--- src/ax25f_pkg.sv ---
// Shared types, constants and helper functions for the AX.25 address filter
// and IPv4/UDP header rebuild block. No dependencies.
`default_nettype none

package ax25f_pkg;

  localparam int unsigned MaxFrameBytes = 2048;
  localparam int unsigned LenW          = 11;
  localparam int unsigned CharW         = 7;
  localparam int unsigned NumChars      = 6;
  localparam int unsigned CallW         = CharW * NumChars;
  localparam int unsigned SsidW         = 4;
  localparam int unsigned ModeW         = 2;
  localparam int unsigned CfgIdxW       = 3;
  localparam int unsigned CfgDataW      = CallW;
  localparam int unsigned HdrBytes      = 28;
  localparam int unsigned HdrIdxW       = $clog2(HdrBytes);

  localparam logic [7:0]       IpMarker  = 8'h46;
  localparam logic [CharW-1:0] CharSpace = 7'h20;
  localparam logic [CharW-1:0] CharNul   = 7'h00;

  // Frame byte positions
  localparam logic [LenW-1:0] PosMax       = '1;
  localparam logic [LenW-1:0] DestLastChar = LenW'(5);
  localparam logic [LenW-1:0] DestSsidPos  = LenW'(6);
  localparam logic [LenW-1:0] SrcFirstPos  = LenW'(7);
  localparam logic [LenW-1:0] SrcLastChar  = LenW'(12);
  localparam logic [LenW-1:0] SrcSsidPos   = LenW'(13);
  localparam logic [LenW-1:0] FirstDataPos = LenW'(16);
  localparam logic [LenW-1:0] MinLen       = LenW'(17);

  // Rebuilt header: fixed bytes and the places of the computed fields
  localparam logic [7:0] HdrTemplate [HdrBytes] = '{
    8'h45, 8'h00, 8'h00, 8'h00, 8'h00, 8'h00, 8'h40, 8'h00,
    8'h40, 8'h11, 8'h00, 8'h00, 8'h01, 8'h01, 8'h01, 8'h01,
    8'h01, 8'h01, 8'h01, 8'h02, 8'h8b, 8'hc1, 8'h8b, 8'hc1,
    8'h00, 8'h00, 8'h00, 8'h00
  };
  localparam logic [HdrIdxW-1:0] HdrTlHi   = HdrIdxW'(2);
  localparam logic [HdrIdxW-1:0] HdrTlLo   = HdrIdxW'(3);
  localparam logic [HdrIdxW-1:0] HdrCsHi   = HdrIdxW'(10);
  localparam logic [HdrIdxW-1:0] HdrCsLo   = HdrIdxW'(11);
  localparam logic [HdrIdxW-1:0] HdrUlHi   = HdrIdxW'(24);
  localparam logic [HdrIdxW-1:0] HdrUlLo   = HdrIdxW'(25);
  localparam logic [HdrIdxW-1:0] HdrLastIdx = HdrIdxW'(HdrBytes - 1);

  localparam logic [15:0] TlOffset = 16'd11;
  localparam logic [15:0] UlOffset = 16'd17;
  // Ones' complement sum of the fixed header words (start value 0xffff folds away)
  localparam logic [15:0] CsBase   = 16'hC916;

  typedef enum logic [CfgIdxW-1:0] {
    CFG_FILTER_MODE = 3'd0,
    CFG_DEST_CALL   = 3'd1,
    CFG_DEST_SSID   = 3'd2,
    CFG_SRC_CALL    = 3'd3,
    CFG_SRC_SSID    = 3'd4
  } cfg_idx_e;

  typedef enum logic [1:0] {
    KIND_NONE,
    KIND_BYTE,
    KIND_HDR
  } out_kind_e;

  typedef struct packed {
    logic [ModeW-1:0] filter_mode;
    logic [CallW-1:0] dest_callsign;
    logic [SsidW-1:0] dest_ssid;
    logic [CallW-1:0] src_callsign;
    logic [SsidW-1:0] src_ssid;
  } cfg_t;

  typedef struct packed {
    out_kind_e       kind;
    logic            last;
    logic [LenW-1:0] held_len;
  } filt_res_t;

  function automatic logic ends_call(input logic [CharW-1:0] c);
    return (c == CharSpace) || (c == CharNul);
  endfunction

  function automatic logic [CharW-1:0] reg_char(input logic [CallW-1:0] call,
                                                input logic [2:0] idx);
    logic [CharW-1:0] c;
    c = '0;
    for (int i = 0; i < NumChars; i++) begin
      if (3'(i) == idx) begin
        c = call[CallW-1-CharW*i -: CharW];
      end
    end
    return c;
  endfunction

  // Character idx of the frame callsign agrees with the configured one,
  // both strings being cut at the first space or NUL.
  function automatic logic char_agrees(input logic [CallW-1:0] call,
                                       input logic [2:0] idx,
                                       input logic [CharW-1:0] fc,
                                       input logic seen);
    logic reg_done;
    logic frame_done;
    reg_done = 1'b0;
    for (int i = 0; i < NumChars; i++) begin
      if ((3'(i) <= idx) && ends_call(call[CallW-1-CharW*i -: CharW])) begin
        reg_done = 1'b1;
      end
    end
    frame_done = seen || ends_call(fc);
    if (reg_done || frame_done) begin
      return reg_done && frame_done;
    end
    return fc == reg_char(call, idx);
  endfunction

endpackage

`default_nettype wire

--- src/ax25_filter_ip_header_rebuild.sv ---
// An accepted input transaction passes through one input register, then one
// output register, before its output byte is valid.
// The block takes one byte per cycle unless the output stalls; a marker byte
// at position 16 expands into a 28-byte header burst, during which the input
// stalls. Bytes of dropped or short frames and filler bytes past the length
// produce nothing and retire even while the output is stalled, unless a header
// burst is running. Reset (rst_ni low, asynchronous) clears all control state
// and the configuration registers, but not the byte payload registers.
`default_nettype none

module ax25_filter_ip_header_rebuild import ax25f_pkg::*; (
  input  logic                clk_i,
  input  logic                rst_ni,
  // configuration write channel
  input  logic                cfg_valid_i,
  output logic                cfg_ready_o,
  input  logic [CfgIdxW-1:0]  cfg_index_i,
  input  logic [CfgDataW-1:0] cfg_data_i,
  // frame byte input
  input  logic                in_valid_i,
  output logic                in_ready_o,
  input  logic [7:0]          data_byte_i,
  input  logic                frame_end_i,
  input  logic [LenW-1:0]     frame_length_i,
  // packet byte output
  output logic                out_valid_o,
  input  logic                out_ready_i,
  output logic [7:0]          out_byte_o,
  output logic                out_last_o
);

  // Configuration registers: always ready; user must write only while idle, not enforced
  cfg_t cfg_q;

  assign cfg_ready_o = 1'b1;

  always_ff @(posedge clk_i or negedge rst_ni) begin
    if (!rst_ni) begin
      cfg_q <= '0;
    end else if (cfg_valid_i) begin
      case (cfg_index_i)
        CFG_FILTER_MODE: cfg_q.filter_mode   <= cfg_data_i[ModeW-1:0];
        CFG_DEST_CALL:   cfg_q.dest_callsign <= cfg_data_i[CallW-1:0];
        CFG_DEST_SSID:   cfg_q.dest_ssid     <= cfg_data_i[SsidW-1:0];
        CFG_SRC_CALL:    cfg_q.src_callsign  <= cfg_data_i[CallW-1:0];
        CFG_SRC_SSID:    cfg_q.src_ssid      <= cfg_data_i[SsidW-1:0];
        default: ;
      endcase
    end
  end

  // Input register: holds one transaction until the filter retires it
  logic            s1_valid_q;
  logic [7:0]      s1_byte_q;
  logic            s1_end_q;
  logic [LenW-1:0] s1_len_q;
  logic            s1_go;
  logic            out_free;

  filt_res_t       filt_res;

  // Header burst state
  logic               hdr_active_q, hdr_active_d;
  logic [HdrIdxW-1:0] hdr_idx_q, hdr_idx_d;
  logic               hdr_last_q, hdr_last_d;
  logic [HdrIdxW-1:0] hdr_sel;
  logic [7:0]         hdr_byte;

  // Output register
  logic       out_valid_q, out_valid_d;
  logic [7:0] out_byte_q, out_byte_d;
  logic       out_last_q, out_last_d;

  assign out_free = !out_valid_q || out_ready_i;
  // Retire the held byte unless a burst is running or its result cannot land
  assign s1_go = s1_valid_q && !hdr_active_q && ((filt_res.kind == KIND_NONE) || out_free);
  assign in_ready_o = !s1_valid_q || s1_go;

  always_ff @(posedge clk_i or negedge rst_ni) begin
    if (!rst_ni) begin
      s1_valid_q <= 1'b0;
    end else if (in_ready_o) begin
      s1_valid_q <= in_valid_i;
    end
  end

  always_ff @(posedge clk_i) begin
    if (in_ready_o && in_valid_i) begin
      s1_byte_q <= data_byte_i;
      s1_end_q  <= frame_end_i;
      s1_len_q  <= frame_length_i;
    end
  end

  ax25f_filter u_filter (
    .clk_i          (clk_i),
    .rst_ni         (rst_ni),
    .advance_i      (s1_go),
    .data_byte_i    (s1_byte_q),
    .frame_end_i    (s1_end_q),
    .frame_length_i (s1_len_q),
    .cfg_i          (cfg_q),
    .res_o          (filt_res)
  );

  // Header byte 0 is fetched when the burst starts, later ones from the counter
  assign hdr_sel = hdr_active_q ? hdr_idx_q : '0;

  ax25f_hdr u_hdr (
    .idx_i      (hdr_sel),
    .held_len_i (filt_res.held_len),
    .byte_o     (hdr_byte)
  );

  always_comb begin
    out_valid_d  = out_valid_q;
    out_byte_d   = out_byte_q;
    out_last_d   = out_last_q;
    hdr_active_d = hdr_active_q;
    hdr_idx_d    = hdr_idx_q;
    hdr_last_d   = hdr_last_q;
    if (hdr_active_q && out_free) begin
      // advance the burst by one header byte
      out_valid_d = 1'b1;
      out_byte_d  = hdr_byte;
      out_last_d  = (hdr_idx_q == HdrLastIdx) && hdr_last_q;
      hdr_idx_d   = hdr_idx_q + HdrIdxW'(1);
      if (hdr_idx_q == HdrLastIdx) begin
        hdr_active_d = 1'b0;
      end
    end else if (s1_go && (filt_res.kind == KIND_BYTE)) begin
      out_valid_d = 1'b1;
      out_byte_d  = s1_byte_q;
      out_last_d  = filt_res.last;
    end else if (s1_go && (filt_res.kind == KIND_HDR)) begin
      // start the burst: the marker byte is replaced by the header
      out_valid_d  = 1'b1;
      out_byte_d   = hdr_byte;
      out_last_d   = 1'b0;
      hdr_active_d = 1'b1;
      hdr_idx_d    = HdrIdxW'(1);
      hdr_last_d   = filt_res.last;
    end else if (out_ready_i) begin
      out_valid_d = 1'b0;
    end
  end

  always_ff @(posedge clk_i or negedge rst_ni) begin
    if (!rst_ni) begin
      out_valid_q  <= 1'b0;
      hdr_active_q <= 1'b0;
      hdr_idx_q    <= '0;
      hdr_last_q   <= 1'b0;
    end else begin
      out_valid_q  <= out_valid_d;
      hdr_active_q <= hdr_active_d;
      hdr_idx_q    <= hdr_idx_d;
      hdr_last_q   <= hdr_last_d;
    end
  end

  always_ff @(posedge clk_i) begin
    out_byte_q <= out_byte_d;
    out_last_q <= out_last_d;
  end

  assign out_valid_o = out_valid_q;
  assign out_byte_o  = out_byte_q;
  assign out_last_o  = out_last_q;

endmodule

`default_nettype wire

--- src/ax25f_filter.sv ---
// Per-frame byte tracking and address filter: position, held length and
// match state. Depends on ax25f_pkg.
`default_nettype none

module ax25f_filter import ax25f_pkg::*; (
  input  logic            clk_i,
  input  logic            rst_ni,
  input  logic            advance_i,
  input  logic [7:0]      data_byte_i,
  input  logic            frame_end_i,
  input  logic [LenW-1:0] frame_length_i,
  input  cfg_t            cfg_i,
  output filt_res_t       res_o
);

  logic [LenW-1:0]  pos_q, pos_d;
  logic [LenW-1:0]  held_q, held_d;
  logic             dest_ok_q, dest_ok_d;
  logic             src_ok_q, src_ok_d;
  logic             seen_q, seen_d;
  logic             drop_q, drop_d;
  logic [CharW-1:0] fc;
  logic [LenW-1:0]  len_clamped;
  logic [LenW-1:0]  src_off;

  assign fc          = data_byte_i[7:1];
  assign len_clamped = (32'(frame_length_i) > MaxFrameBytes) ? LenW'(MaxFrameBytes)
                                                             : frame_length_i;
  assign src_off     = pos_q - SrcFirstPos;

  always_comb begin
    pos_d     = pos_q;
    held_d    = held_q;
    dest_ok_d = dest_ok_q;
    src_ok_d  = src_ok_q;
    seen_d    = seen_q;
    drop_d    = drop_q;
    if (advance_i) begin
      if (pos_q == '0) begin
        held_d    = len_clamped;
        dest_ok_d = 1'b1;
        src_ok_d  = 1'b1;
        seen_d    = 1'b0;
        drop_d    = 1'b0;
      end
      if (pos_q <= DestLastChar) begin
        if (!char_agrees(cfg_i.dest_callsign, pos_q[2:0], fc, seen_d)) begin
          dest_ok_d = 1'b0;
        end
        if (ends_call(fc)) begin
          seen_d = 1'b1;
        end
      end else if (pos_q == DestSsidPos) begin
        if (fc[SsidW-1:0] != cfg_i.dest_ssid) begin
          dest_ok_d = 1'b0;
        end
        if (cfg_i.filter_mode[0] && !dest_ok_d) begin
          drop_d = 1'b1;
        end
        seen_d = 1'b0;
      end else if (pos_q <= SrcLastChar) begin
        if (!char_agrees(cfg_i.src_callsign, src_off[2:0], fc, seen_d)) begin
          src_ok_d = 1'b0;
        end
        if (ends_call(fc)) begin
          seen_d = 1'b1;
        end
      end else if (pos_q == SrcSsidPos) begin
        if (fc[SsidW-1:0] != cfg_i.src_ssid) begin
          src_ok_d = 1'b0;
        end
        if (cfg_i.filter_mode[1] && !src_ok_d) begin
          drop_d = 1'b1;
        end
        seen_d = 1'b0;
      end
      // frame end restarts the frame; held length stays until the next first byte
      if (frame_end_i) begin
        pos_d     = '0;
        dest_ok_d = 1'b1;
        src_ok_d  = 1'b1;
        seen_d    = 1'b0;
        drop_d    = 1'b0;
      end else if (pos_q != PosMax) begin
        pos_d = pos_q + LenW'(1);
      end
    end
  end

  always_ff @(posedge clk_i or negedge rst_ni) begin
    if (!rst_ni) begin
      pos_q     <= '0;
      held_q    <= '0;
      dest_ok_q <= 1'b1;
      src_ok_q  <= 1'b1;
      seen_q    <= 1'b0;
      drop_q    <= 1'b0;
    end else begin
      pos_q     <= pos_d;
      held_q    <= held_d;
      dest_ok_q <= dest_ok_d;
      src_ok_q  <= src_ok_d;
      seen_q    <= seen_d;
      drop_q    <= drop_d;
    end
  end

  // Output decision uses registered state: drop only changes before data bytes
  always_comb begin
    res_o.kind     = KIND_NONE;
    res_o.last     = frame_end_i || (pos_q == (held_q - LenW'(1)));
    res_o.held_len = held_q;
    if (!drop_q && (held_q >= MinLen) && (pos_q >= FirstDataPos) && (pos_q < held_q)) begin
      if ((pos_q == FirstDataPos) && (data_byte_i == IpMarker)) begin
        res_o.kind = KIND_HDR;
      end else begin
        res_o.kind = KIND_BYTE;
      end
    end
  end

endmodule

`default_nettype wire

--- src/ax25f_hdr.sv ---
// Rebuilt IPv4/UDP header byte lookup: lengths and header checksum from the
// held frame length. Depends on ax25f_pkg.
`default_nettype none

module ax25f_hdr import ax25f_pkg::*; (
  input  logic [HdrIdxW-1:0] idx_i,
  input  logic [LenW-1:0]    held_len_i,
  output logic [7:0]         byte_o
);

  logic [15:0] total_len;
  logic [15:0] udp_len;
  logic [16:0] cs_sum;
  logic [15:0] cs_fold;
  logic [15:0] cs;

  assign total_len = 16'(held_len_i) + TlOffset;
  assign udp_len   = 16'(held_len_i) - UlOffset;
  assign cs_sum    = 17'(CsBase) + 17'(total_len);
  assign cs_fold   = cs_sum[15:0] + 16'(cs_sum[16]);
  assign cs        = ~cs_fold;

  always_comb begin
    byte_o = 8'h00;
    if (idx_i <= HdrLastIdx) begin
      byte_o = HdrTemplate[idx_i];
    end
    case (idx_i)
      HdrTlHi: byte_o = total_len[15:8];
      HdrTlLo: byte_o = total_len[7:0];
      HdrCsHi: byte_o = cs[15:8];
      HdrCsLo: byte_o = cs[7:0];
      HdrUlHi: byte_o = udp_len[15:8];
      HdrUlLo: byte_o = udp_len[7:0];
      default: ;
    endcase
  end

endmodule

`default_nettype wire

--- config.mk ---
export PLATFORM = sky130hd
export DESIGN_NAME = ax25_filter_ip_header_rebuild
export DESIGN_NICKNAME = d
export VERILOG_FILES = /design/src/ax25f_pkg.sv /design/src/ax25_filter_ip_header_rebuild.sv /design/src/ax25f_filter.sv /design/src/ax25f_hdr.sv
export SDC_FILE = /design/constraint.sdc
export NUM_CORES = 1
export LEC_CHECK = 0
export BUFFER_PORTS_ARGS = -buffer_cell sky130_fd_sc_hd__buf_2
export CAP_MARGIN = 10
export CORE_MARGIN = 10
export CORE_UTILIZATION = 41
export DETAILED_ROUTE_END_ITERATION = 10
export GPL_TIMING_DRIVEN = 0
export SETUP_SLACK_MARGIN = 0.05
export SLEW_MARGIN = 10
export SYNTH_ARGS = -nofsm -noshare
export SYNTH_HDL_FRONTEND = slang
export SYNTH_SLANG_ARGS = --single-unit
--- constraint.sdc ---
create_clock -name clk_i -period 2.85 [get_ports clk_i]
set_input_delay 0.57 -clock clk_i [delete_from_list [all_inputs] [get_ports clk_i]]
set_output_delay 0.57 -clock clk_i [all_outputs]
set_load 0.02 [all_outputs]
-- Word level (Yosys, flattened, before mapping)
Memories as Yosys holds them, arrays and structs flattened.
Cells that the tools add are included.
- equal/unequal tests: 48
- order comparisons: 19
- bitwise gates (word level): 4
- reductions and logical operators: 85
- multiplexer cells: 120
- $add $sub $neg: 8
- operators by type and width (operator ; count):
    2-to-1 mux 7 bit ; 20
    equality test 7 x 6 -> 1 bit (second input constant) ; 13
    logical NOT 7 bit ; 13
    2-to-1 mux 1 bit ; 85
    2-to-1 mux 8 bit ; 6
    case mux 8 bit (6 select lines) ; 1
    logical AND 1 bit ; 27
    greater-or-equal comparator 11 x 5 -> 1 bit (second input constant) ; 2
    2-to-1 mux 11 bit ; 2
    logical OR 1 bit ; 20
    2-to-1 mux 5 bit ; 4
    adder 16 x 16 -> 17 bit (first input constant) ; 1
    adder 16 x 1 -> 16 bit ; 1
    inverter 16 bit ; 1
    AND reduction 2 bit ; 8
    equality test 5 bit (second input constant) ; 3
    equality test 7 bit ; 2
    adder 11 x 4 -> 12 bit (second input constant) ; 1
    equality test 2 x 3 -> 1 bit (first input constant) ; 4
    equality test 3 bit (first input constant) ; 4
    <= comparator 1 x 3 -> 1 bit (first input constant) ; 4
    <= comparator 2 x 3 -> 1 bit (first input constant) ; 4
    <= comparator 3 bit (first input constant) ; 4
    subtractor 11 x 5 -> 12 bit (second input constant) ; 1
    37 further kinds ; 53
- output and inout port bits: 12
- input bits: 70
- bits in read-only memories: 256
- word-level logic and storage cells: 306
- bits in registers: 158
- memories kept: 1
- memory list (memory ; depth ; bits a word ; rd ports ; clocked after Yosys merged registers in ; write ports ; line ; source):
    (no name shown) ; 32 ; 8 ; 1 ; 0 ; 0 ; ax25f_hdr.sv:26 ; byte_o = HdrTemplate[idx_i];

-- Longest topological paths before layout
Gate-level depths: netlist of run 1.
- word-level depth: 35
- mapped depth: 13
- depth with buffers taken out: 10

-- Hierarchy
From an unflattened synthesis of run 1, not the netlist that was laid out.
- cell total of the unflattened synthesis: 957
- area, all modules: 9933.3 µm²
- by module, submodules not included (module ; sequential area each (µm²) ; cells each ; area an instance (µm²) ; times used):
    ax25_filter_ip_header_rebuild ; 3448.3 ; 301 ; 5032.3 ; 1
    ax25f_filter ; 653.1 ; 480 ; 3643.5 ; 1
    ax25f_hdr ; 0.0 ; 176 ; 1257.5 ; 1

-- Least setup slack after synthesis of run 1
Ideal clock, no wire load.
- path kind: register to register
- start point: reg u_filter.held_q[4]
- end point: reg s1_byte_q[0], enable pin
- library setup time: 0.340 ns
- stages on the path, launching flop included: 13
- arrival time: 2.910 ns
- period minus slack after synthesis: 3.250 ns
- data required time: 2.510 ns
- path slack: -0.400 ns
- path buffers: 4
- cell sequence: dfrtp_1 clkbuf_1 clkbuf_1 inv_1 ha_1 o211ai_1 a21oi_1 o41ai_1 a31o_1 buf_6 buf_2 nand2_1 and2_1
- cells in the longest elaborated chain, start to end: 10
- elaborated cells between the ends (all ways): 11
- classes of those cells: order compare (2); mux (1); reduce/logical (8)
- ends and longest elaborated chain (what ; line ; source):
    start, declared ; ax25f_filter.sv:17 ; logic [LenW-1:0] held_q, held_d;
    start signal, assigned ; ax25f_filter.sv:100 ; held_q <= held_d;
    greater-or-equal comparator 11 x 5 -> 1 bit ; ax25f_filter.sv:113 ; if (!drop_q && (held_q >= MinLen) && (pos_q >= FirstDataPos) && (pos_q < held_q)) begin
    logical AND 1 bit (2 in a row) ; ax25f_filter.sv:113 ;
    logical AND 1 bit * ; ax25f_filter.sv:113 ;
    2-to-1 mux 2 bit * ; ax25f_filter.sv:113 ;
    logical NOT 2 bit * ; ax25_filter_ip_header_rebuild.sv:76 ; assign s1_go = s1_valid_q && !hdr_active_q && ((filt_res.kind == KIND_NONE) || out_free);
    logical OR 1 bit * ; ax25_filter_ip_header_rebuild.sv:76 ;
    logical AND 1 bit * ; ax25_filter_ip_header_rebuild.sv:76 ;
    logical OR 1 bit * ; ax25_filter_ip_header_rebuild.sv:77 ; assign in_ready_o = !s1_valid_q || s1_go;
    net in_ready_o ; ax25_filter_ip_header_rebuild.sv:21 ; output logic in_ready_o,
    logical AND 1 bit * ; ax25_filter_ip_header_rebuild.sv:88 ; if (in_ready_o && in_valid_i) begin
    end signal, assigned ; ax25_filter_ip_header_rebuild.sv:89 ; s1_byte_q <= data_byte_i;
    end, declared ; ax25_filter_ip_header_rebuild.sv:54 ; logic [7:0] s1_byte_q;
Mark *: on every way through the listed nets, which the timed path passes. The rest lies on a longest branch.
A chain may end at the register's enable or synchronous reset.

-- Worst setup path after layout of run 1
- start point: reg u_filter.held_q[1]
- end point: out in_ready_o
- cells in the longest elaborated chain, start to end: 9
- elaborated cells between the ends (all ways): 10
- classes of those cells: order compare (2); mux (1); reduce/logical (7)
- ends and longest elaborated chain (what ; line):
    greater-or-equal comparator 11 x 5 -> 1 bit ; ax25f_filter.sv:113
    logical AND 1 bit (2 in a row) ; ax25f_filter.sv:113
    logical AND 1 bit * ; ax25f_filter.sv:113
    2-to-1 mux 2 bit * ; ax25f_filter.sv:113
    logical NOT 2 bit * ; ax25_filter_ip_header_rebuild.sv:76
    logical OR 1 bit * ; ax25_filter_ip_header_rebuild.sv:76
    logical AND 1 bit * ; ax25_filter_ip_header_rebuild.sv:76
    logical OR 1 bit * ; ax25_filter_ip_header_rebuild.sv:77
    end, declared ; ax25_filter_ip_header_rebuild.sv:21
Mark *: on every way between the ends. The rest lies on a longest branch, timed or not.

==> results of run 1 <==
==> flip-flops by register name, summed over array words and instances, names as in the netlist, 5 cells and up <==
name and count:
cfg_q 94, u_filter.pos_q 11, out_byte_o 8, hdr_idx_q 5, s1_len_q 11, u_filter.held_q 11
s1_byte_q 8
==> synthesized netlist by cell type, drive strengths merged (6+ instances only) <==
cell,count,area (um^2)
dfrtp,127,3180
mux2,106,1190
nor2,67,262
xnor2,52,455
nand2,51,191
clkbuf,45,169
o21ai,42,210
nand3,35,175
a21oi,34,170
nor3,31,166
edfxtp,29,871
inv,29,109
nor4,23,156
ha,21,263
a31oi,18,113
xor2,18,158
nand2b,16,100
o211ai,16,120
buf,15,92.6
nand4,13,81.3
and3,12,75.1
nor3b,12,95.1
nor2b,8,50.1
o31ai,7,52.6
or4,7,52.6
a22oi,6,45.0
o221ai,6,52.6
or3,6,37.5
==> logic make-up (layout without fill, tap and decap cells) <==
group,count (synthesis),after routing
adders and majority gates,22,22
buffers and inverters,89,254
DFF,158,158
and+or+nand+nor,304,304
other,1,1
AOI/OAI and AO/OA,200,200
xor gates and xnor gates,70,70
muxes,107,107
==> what timing repair did <==
item                       4_1_cts  5_1_grt
resized for setup               91       66
setup buffers                   37       25
setup endpoints to repair       67       15
cloned                           0        0
pin swaps                       30       34
==> power breakdown <==
part           switching [mW]  internal (mW)  total (mW)
Sequential              0.560           2.92        3.48
Combinational            3.58           2.96        6.54
Clock                    1.00           1.31        2.32
==> final cells by class <==
| cell class | instances | area [um^2] |
|---|---|---|
| repair buffers | 142 | 902 |
| well taps | 313 | 392 |
| clock buffers | 22 | 485 |
| flip-flops and latches | 158 | 4110 |
| multi-input cells | 704 | 5620 |
| inverters | 29 | 139 |
| fillers | 2111 | 10700 |
| plain buffers | 51 | 358 |
| clock inverters | 10 | 100 |
==> worst paths after layout <==
path,startpoint,to,slack (ns),cells after the start
max,u_filter.held_q[1],in_ready_o,-0.14,10
min,rst_ni,cfg_q[28],0.16,1
max reg2reg,u_filter.held_q[1],out_byte_o[7],-0.03,13
min reg2reg,s1_len_q[6],u_filter.held_q[6],0.47,1
max in group asynchronous,rst_ni,u_filter.src_ok_q,1.89,2
min in group clk_i,frame_length_i[8],s1_len_q[8],0.31,1
==> placed cells by master, fill, tap and decap left out, drive strengths merged, types with 5 or more instances in the layout <==
cell type | netlist | final
a211oi | 5 | 5
a21oi | 34 | 34
a221oi | 5 | 5
a22oi | 6 | 6
a31oi | 18 | 18
and3 | 12 | 12
buf | 15 | 154
clkbuf | 45 | 61
dfrtp | 127 | 127
edfxtp | 29 | 29
ha | 21 | 21
inv | 29 | 31
mux2 | 106 | 106
nand2 | 51 | 51
nand2b | 16 | 16
nand3 | 35 | 35
nand4 | 13 | 13
nor2 | 67 | 67
nor2b | 8 | 8
nor3 | 31 | 31
nor3b | 12 | 12
nor4 | 23 | 23
o211ai | 16 | 16
o21ai | 42 | 42
o221ai | 6 | 6
o31ai | 7 | 7
or3 | 6 | 6
or4 | 7 | 7
xnor2 | 52 | 52
xor2 | 18 | 18
==> layer usage <==
metal,global-route usage,wire length (um),vias to the layer above
met4,0.0622,698,0
met3,0.0396,2240,52
met2,0.324,14700,394
li1,-,-,3840
met5,0,0,-
met1,0.274,13800,4139
==> metrics by stage <==
step / worst slack, ns / hold slack [ns] / cells / total power, mW
5_1_grt: -0.235 / 0.206 / 1429 / 13.0
4_1_cts: -0.251 / 0.180 / 1411 / 11.8
2_1_floorplan: 0.0522 / 0.274 / 951 / 6.94
6_report: -0.139 / 0.163 / 1429 / 12.3
3_3_place_gp: -0.872 / 0.465 / 1344 / 8.37
3_5_place_dp: -0.840 / 0.467 / 1345 / 8.41
==> results.py, run 1 <==
metrics = {
    "timing": {
        "fmax_mhz": 335,
        "clock_skew_ns": 0.0142,
        "tns_ns": -0.165,
        "slew-limit-headroom": 0.452,
        "setup_ws_ns": -0.139,
        "period_minus_slack_ns": 2.99,
        "finalSetupViolCount": 2,
        "slew_violations": 0,
        "finalHoldViolations": 0,
        "period_share": 1.05,
        "rsz0062_at_grt": "yes",
        "worstMarginPinSlew_ns": 0.816,
    },
    "drt": {
        "drt_wl_total_um": 31400,
        "drt_iter0_markers": 630,
        "ant_nets": 0,
        "vias_per_cell": 5.90,
        "vias": 8425,
        "routedWlPerCell_um": 22.0,
        "first_pass_iters": 5,
        "route.detailed.drc": 0,
    },
    "critical_path": {
        "start_kind": "flop",
        "crit_required_ns": 2.28,
        "critPathMostFrequentCell": "buf_6",
        "critPathMaxStageDelay_ns": 0.44,
        "crit_fanout": 4,
        "worstPathBufferInverterCount": 4,
        "worst-setup-path-type": "flop to output port",
        "crit_path_top_delay_cell": "dfrtp_2",
        "path_cells": "inv_2 -> ha_4 -> or3b_4 -> o21ai_2 -> a211oi_2 -> a31o_1 -> buf_6 -> buf_8 -> nand2_4 -> buf_6",
        "worst_setup_path_end_kind": "output port",
        "critical_path.top_delay_family": "simple AND/OR/NAND/NOR gates",
        "cp_data_arrival_time_ns": 2.42,
    },
    "run_status": {
        "status": "complete, but fails checks",
        "violations": "negative setup slack",
    },
    "yosys": {
        "synthFlopType": "dfrtp_1",
        "synthMuxAreaShare": 0.126,
        "synth_edf_count": 29,
        "synth_top_family_by_area": "simple AND/OR/NAND/NOR gates",
        "synthCells": 951,
        "synthAdderAreaFrac": 0.0285,
        "yosysSeqAreaShare": 0.428,
        "synth_area_um2": 9590,
        "synth_cell_type_count": 83,
        "synthArstFlopShare": 0.816,
        "synth_warnings": 0,
        "ys_ff_latch": 158,
        "synth-compound-area-share": 0.144,
        "yosys.area_share.simple": 0.171,
        "synth-xor-area-share": 0.0640,
        "syn_avg_cell_area_um2": 10.1,
        "synth_fp_nets": 1042,
    },
    "clock_tree": {
        "clockBufferDepth": 2,
        "cts-root-buf": "clkbuf_16",
        "cts.clk_slew.worst_paths_ns": 0.07,
        "htreeDepth": 4,
        "cts.sinks": 158,
        "insertion_delay_ns": 0.43,
        "cts-buffers-inserted": 17,
        "cts_tree": "built",
        "cts_hold_buf": 0,
    },
    "placement": {
        "dpl.hpwl_um": 22600,
        "dpl_cell_area_um2": 10500,
        "gp_congestion": 0.941,
        "io_buffer_count": 80,
    },
    "cells_and_area": {
        "design_area_um2": 12100,
        "drive_above_1_share": 0.360,
        "nNetsFinal": 1194,
        "final_util": 0.530,
        "syn_to_final_growth_pct": 26.4,
        "diodes": 0,
    },
    "job": {
        "maxCapViolCount": 0,
    },
    "pwr": {
        "power.leakage_nw": 4.84,
        "power_density_nw_per_um2": 1020,
        "ir_drop_uv": 424,
    },
    "global_routing": {
        "antenna_found_initial": 0,
        "grt_pass1_wl_um": 48800,
        "grt_pass1_vias": 8482,
        "grt_max_degree": 72,
        "grt.overflow.total": 0,
        "grt_use_total": 0.204,
    },
    "die": {
        "die_h_um": 173,
        "die-area_um2": 29900,
        "initial_core_util": 0.420,
        "rows": 55,
        "die_w_um": 173,
        "ioPinCount": 82,
        "core_area_um2": 22800,
    },
    "min_path": {
        "hold_path_class": "input port to async pin",
    },
}
(Power assumes the default switching activity.)
==> run 2: changes to the inputs <==
==> constraint.sdc (replaced) <==
create_clock -name clk_i -period 2.85 [get_ports clk_i]
set_input_delay 0.57 -clock clk_i [delete_from_list [all_inputs] [get_ports clk_i]]
set_output_delay 0.57 -clock clk_i [all_outputs]
set_load 0.01 [all_outputs]
==> results.py, run 2 (same netlist as run 1, synthesis figures left out) <==
metrics = {
    "clock_tree": {
        "cts_tree": "built",
        "insertion_delay_ns": 0.44,
        "clockBufferDepth": 2,
        "cts-buffers-inserted": 17,
        "cts_hold_buf": 0,
        "cts.clk_slew.worst_paths_ns": 0.07,
        "cts-root-buf": "clkbuf_16",
        "cts.sinks": 158,
        "htreeDepth": 4,
    },
    "critical_path": {
        "start_kind": "flop",
        "rrSetupSlack_ns": -0.14,
        "crit_path_top_delay_cell": "or4_4",
        "critical_path.top_delay_family": "simple AND/OR/NAND/NOR gates",
        "critPathMaxStageDelay_ns": 0.51,
        "cp_data_arrival_time_ns": 2.48,
        "crit_required_ns": 2.28,
        "worst_setup_path_end_kind": "output port",
        "critPathMostFrequentCell": "buf_6",
        "path_cells": "buf_6 -> or4_4 -> buf_6 -> nor3_4 -> a211oi_2 -> a31o_1 -> buf_6 -> buf_8 -> nand2_4 -> buf_6",
        "crit_fanout": 5,
        "worst-setup-path-type": "flop to output port",
        "worstPathBufferInverterCount": 5,
    },
    "cells_and_area": {
        "fin_cells": 1415,
        "syn_to_final_growth_pct": 24.1,
        "design_area_um2": 11900,
        "final_common_cell": "dfrtp_1",
        "diodes": 0,
        "final_cell_mix": "121 x dfrtp_1, 104 x mux2_2, 80 x buf_2",
        "multi_input_area_um2": 5560,
        "nNetsFinal": 1180,
        "top_register": "cfg_q",
        "seqCellArea_um2": 4110,
        "fill_cells": 2118,
        "drive_above_1_share": 0.337,
        "largest_register_ff_count": 94,
    },
    "timing": {
        "finalSetupViolCount": 2,
        "period_minus_slack_ns": 3.05,
        "clock_skew_ns": 0.0187,
        "finalHoldViolations": 0,
        "worstMarginPinSlew_ns": 0.867,
        "rsz0062_at_grt": "yes",
        "slew_violations": 0,
        "period_share": 1.07,
        "setup_ws_ns": -0.201,
        "fmax_mhz": 328,
        "slew-limit-headroom": 0.422,
    },
    "drt": {
        "vias_per_cell": 5.92,
        "ant_nets": 0,
        "drt_wl_total_um": 30600,
        "drt_iter0_markers": 610,
        "first_pass_iters": 6,
        "vias": 8380,
        "routedWlPerCell_um": 21.6,
        "route.detailed.drc": 0,
    },
    "global_routing": {
        "antenna_found_initial": 0,
        "grt.overflow.total": 0,
        "grt_pass1_vias": 8233,
        "grt_max_degree": 68,
        "grt_use_total": 0.200,
        "grt_pass1_wl_um": 48100,
    },
    "min_path": {
        "hold_path_class": "input port to async pin",
    },
    "die": {
        "die_w_um": 173,
        "die-area_um2": 29900,
        "ioPinCount": 82,
        "core_area_um2": 22800,
        "initial_core_util": 0.420,
        "rows": 55,
        "die_h_um": 173,
    },
    "pwr": {
        "power_density_nw_per_um2": 1010,
        "ir_drop_uv": 452,
        "pwr-share-comb": 0.522,
        "swShare": 0.421,
        "clkPwrFrac": 0.188,
        "power.leakage_nw": 4.80,
        "switchingPower_mw": 5.03,
        "pwr-share-seq": 0.290,
        "internal_power_mw": 6.93,
    },
    "job": {
        "maxCapViolCount": 0,
    },
    "placement": {
        "dpl_cell_area_um2": 10500,
        "dpl.hpwl_um": 22500,
        "io_buffer_count": 80,
        "placed_cells": 1345,
        "gp_congestion": 0.938,
    },
    "run_status": {
        "violations": "negative setup slack",
        "status": "complete, but fails checks",
    },
}
-- run 2: changes by cell type in the layout (fill, tap and decap cells not counted), moves of 3 or more --
cell	previous run	this run
inv_6	2	5
dfrtp_1	117	121
buf_4	61	44
xnor2_2	2	5
ha_4	8	5
dfrtp_2	10	6
ha_1	11	14
a31oi_1	15	18
clkbuf_8	7	4
inv_1	17	21
-- run 2: path summary, 6_finish.rpt --
kind / start / cells after the start / to
hold / removal: rst_ni / 1 / cfg_q[35]
hold reg to reg: s1_len_q[8] / 1 / u_filter.held_q[8]
max in group asynchronous: rst_ni / 2 / u_filter.src_ok_q
setup reg to reg: u_filter.pos_q[0] / 13 / u_filter.src_ok_q
setup / recovery: u_filter.held_q[7] / 10 / in_ready_o
min in group clk_i: data_byte_i[0] / 1 / s1_byte_q[0]
-- run 2: timing repair --
| item | 4_1_cts | 5_1_grt |
|---|---|---|
| gates resized for setup | 71 | 62 |
| setup buffers | 25 | 17 |
| hold endpoints to repair | 0 | 0 |
| endpoints found under the setup margin | 67 | 44 |
| pin swaps | 15 | 22 |
-- run 2: power by group through the flow --
| stage | Clock (mW) | Combinational (mW) | Sequential [mW] |
|---|---|---|---|
| after detailed placement | 0 | 4.86 | 3.47 |
| after global routing | 2.40 | 6.71 | 3.53 |
| after global placement | 0 | 4.84 | 3.47 |
| after floorplan | 0 | 3.60 | 3.28 |
| final | 2.25 | 6.24 | 3.47 |
| after CTS | 2.29 | 5.59 | 3.43 |
-- run 2: metal layers --
layer	global-route usage	wire length [um]
met5	0	0
met4	0.0499	537
met3	0.0375	1890
met2	0.311	14100
met1	0.280	14000
-- run 2: final cells by class --
cell class / instances / area share
multi-input combinational: 704 / 0.467
sequential: 158 / 0.345
timing repair buffer: 123 / 0.0638
clock buffer: 20 / 0.0393
buffer: 56 / 0.0329
tap: 313 / 0.0329
inverter: 29 / 0.0106
clock inverter: 12 / 0.00820
-- run 2: per-stage QoR --
stage	utilization	hold WS [ns]	setup WS, ns	TNS, ns	power (mW)
6_report	0.521	0.133	-0.201	-0.344	12.0
5_1_grt	0.521	0.169	-0.284	-0.548	12.6
4_1_cts	0.505	0.150	-0.254	-0.447	11.3
3_5_place_dp	0.459	0.465	-0.831	-14.87	8.33
3_3_place_gp	0.457	0.467	-0.812	-94.59	8.31
2_1_floorplan	-	0.274	0.0522	0	6.88
==> run 3: changes to the inputs <==
--- a/config.mk
+++ b/config.mk
@@ -5,6 +5,7 @@
 export SDC_FILE = /design/constraint.sdc
 export NUM_CORES = 1
 export LEC_CHECK = 0
+export ABC_AREA = 1
 export BUFFER_PORTS_ARGS = -buffer_cell sky130_fd_sc_hd__buf_2
 export CAP_MARGIN = 10
 export CORE_MARGIN = 10
==> results.py, run 3 <==
metrics = {
    "run_status": {
        "status": "finished, final reports clean",
    },
    "cells_and_area": {
        "drive_above_1_share": 0.177,
        "diodes": 0,
        "final_common_cell": "nand2_1",
        "fill_cells": 2265,
        "top_register": "cfg_q",
        "final_cell_mix": "337 x nand2_1, 169 x inv_1, 142 x o21ai_0",
        "nNetsFinal": 1515,
        "syn_to_final_growth_pct": 20.2,
        "fin_cells": 1722,
        "largest_register_ff_count": 94,
    },
    "placement": {
        "place_ws_ns": -0.321,
        "dpl.hpwl_um": 21900,
        "placed_cells": 1658,
        "io_buffer_count": 80,
        "gp_congestion": 0.916,
    },
    "timing": {
        "period_share": 0.990,
        "slew_violations": 0,
        "worstMarginPinSlew_ns": 0.789,
        "finalSetupViolCount": 0,
        "clock_skew_ns": 0.0114,
        "period_minus_slack_ns": 2.82,
        "setup_ws_ns": 0.0297,
        "finalHoldViolations": 0,
        "slew-limit-headroom": 0.470,
        "fmax_mhz": 355,
        "rsz0062_at_grt": "yes",
    },
    "clock_tree": {
        "cts-root-buf": "clkbuf_16",
        "cts_hold_buf": 0,
        "cts.clk_slew.worst_paths_ns": 0.07,
        "htreeDepth": 4,
        "cts_tree": "built",
        "cts.sinks": 158,
        "cts-buffers-inserted": 17,
        "insertion_delay_ns": 0.44,
        "clockBufferDepth": 2,
    },
    "critical_path": {
        "cp_data_arrival_time_ns": 2.25,
        "crit-reg2reg-capture": "out_valid_o",
        "worst-setup-path-type": "flop to output port",
        "worst_setup_path_end_kind": "output port",
        "crit_fanout": 3,
        "path_cells": "inv_2 -> ha_4 -> nand2_2 -> nor2_2 -> a211oi_2 -> o211ai_1 -> nor2_2 -> nand2_2 -> nand2_4 -> buf_8 -> nand2_4 -> buf_6",
        "critPathMaxStageDelay_ns": 0.39,
        "endpoint": "in_ready_o",
        "crit_required_ns": 2.28,
        "crit_path_top_delay_cell": "dfrtp_1",
        "rrSetupSlack_ns": 0.13,
        "r2r-start": "u_filter.held_q[1]",
        "crit_path_start": "u_filter.held_q[1]",
        "start_kind": "flop",
        "ff2ff_path_depth": 15,
    },
    "yosys": {
        "ys_top_cells_by_area": "dfrtp_1 33%, nand2_1 13%, edfxtp_1 9.2%",
        "synth_area_leader_cell": "dfrtp_1",
        "synth_area_um2": 9510,
        "synthFlopType": "dfrtp_1",
        "syn_avg_cell_area_um2": 7.37,
        "synth_fp_nets": 1381,
        "synth_edf_count": 29,
        "ys_ff_latch": 158,
        "yosys.area.top_type_share": 0.334,
        "ys_top_cells_by_count": "342 x nand2_1, 175 x inv_1, 143 x o21ai_0",
        "synth_cell_type_count": 56,
        "yosysSeqAreaShare": 0.431,
        "synthArstFlopShare": 0.816,
        "yosys.cell_count.top_type": "nand2_1",
        "synth_warnings": 0,
        "synthCells": 1290,
    },
    "die": {
        "die-area_um2": 29700,
        "rows": 55,
        "initial_core_util": 0.419,
        "ioPinCount": 82,
        "core_area_um2": 22700,
        "die_h_um": 172,
        "die_w_um": 172,
    },
    "drt": {
        "first_pass_iters": 6,
        "route.detailed.drc": 0,
        "drt_wl_total_um": 29000,
        "routedWlPerCell_um": 16.8,
        "vias": 9002,
        "ant_nets": 0,
        "drt_iter0_markers": 704,
        "vias_per_cell": 5.23,
    },
    "pwr": {
        "pwr-share-seq": 0.312,
        "internal_power_mw": 5.95,
        "swShare": 0.446,
        "pwr-share-comb": 0.476,
        "power.leakage_nw": 5.53,
        "switchingPower_mw": 4.79,
        "ir_drop_uv": 481,
        "power_density_nw_per_um2": 939,
        "clkPwrFrac": 0.212,
    },
    "global_routing": {
        "antenna_found_initial": 0,
        "grt_use_total": 0.200,
        "grt_max_degree": 87,
        "grt_pass1_wl_um": 46300,
        "grt_pass1_vias": 8796,
        "grt.overflow.total": 0,
    },
    "min_path": {
        "hold_path_class": "input port to async pin",
    },
    "job": {
        "maxCapViolCount": 0,
    },
}
[run 3: routing by layer]
metal / up-vias / part of all wire / track usage
li1: 4472 / - / -
met1: 4227 / 0.43 / 0.248
met2: 247 / 0.49 / 0.336
met3: 56 / 0.049 / 0.0390
met4: 0 / 0.031 / 0.0765
met5: - / 0 / 0
[run 3: critical path, delay by kind of cell (launching register included)]
family | cells | cell delay (ns)
buffers and inverters | 3 | 0.36
flip-flops | 1 | 0.39
AO/OA/AOI/OAI | 2 | 0.35
AND/OR/NAND/NOR | 6 | 0.48
adder cells (fa/ha/maj) | 1 | 0.22
[run 3: cell families (layout without fill, tap and decap cells)]
group	after synthesis	after routing	share of synthesized area
AO/OA/AOI/OAI	229	229	0.133
XOR/XNOR	27	27	0.0249
adder cells (fa/ha/maj)	21	21	0.0276
buffers and inverters	233	380	0.0976
flip-flops	158	158	0.431
other	1	1	0.000394
AND/OR/NAND/NOR	621	621	0.286
[run 3: worst min-delay path by stage]
stage,slack [ns],endpoint,depth (start not counted),from
finish,0.04,u_filter.held_q[5],1,rst_ni
global route,0.07,u_filter.held_q[5],1,rst_ni
CTS,0.06,u_filter.held_q[5],1,rst_ni
floorplan,0.27,cfg_q[0],0,rst_ni
detailed placement,0.45,u_filter.held_q[10],2,s1_len_q[10]
global placement,0.45,u_filter.held_q[10],2,s1_len_q[10]
[run 3: layout make-up]
class                      instances  area (um^2)  share of cell area
sequential                       158         4110               0.360
clock buffer                      18          439              0.0384
multi-input combinational        899         4680               0.410
inverter                         190          748              0.0654
clock inverter                    14          143              0.0125
buffer                            42          239              0.0209
timing repair buffer             116          711              0.0622
tap                              285          357              0.0312
[run 3: stage by stage]
stage	hold WS, ns	total power [mW]	instance area, um^2	setup TNS [ns]	util
2_1_floorplan	0.274	6.53	9520	0	-
5_1_grt	0.0747	11.6	11400	-0.348	0.503
3_5_place_dp	0.451	7.92	10300	-5.73	0.455
4_1_cts	0.0610	10.5	11300	0	0.497
6_report	0.0423	10.7	11400	0	0.503
3_3_place_gp	0.447	7.86	10300	-95.68	0.452
[run 3: power groups by stage]
stage               Clock, mW  Sequential, mW  Combinational [mW]
finish                   2.28            3.35                5.11
floorplan                   0            3.29                3.24
global placement            0            3.41                4.45
global route             2.41            3.43                5.73
detailed placement          0            3.41                4.51
CTS                      2.31            3.35                4.89
[run 3: repair_timing]
item,4_1_cts,5_1_grt
hold endpoints to repair,0,0
buffers inserted,25,8
pin swaps,9,11
resized for setup,55,15
setup endpoints to repair,32,24
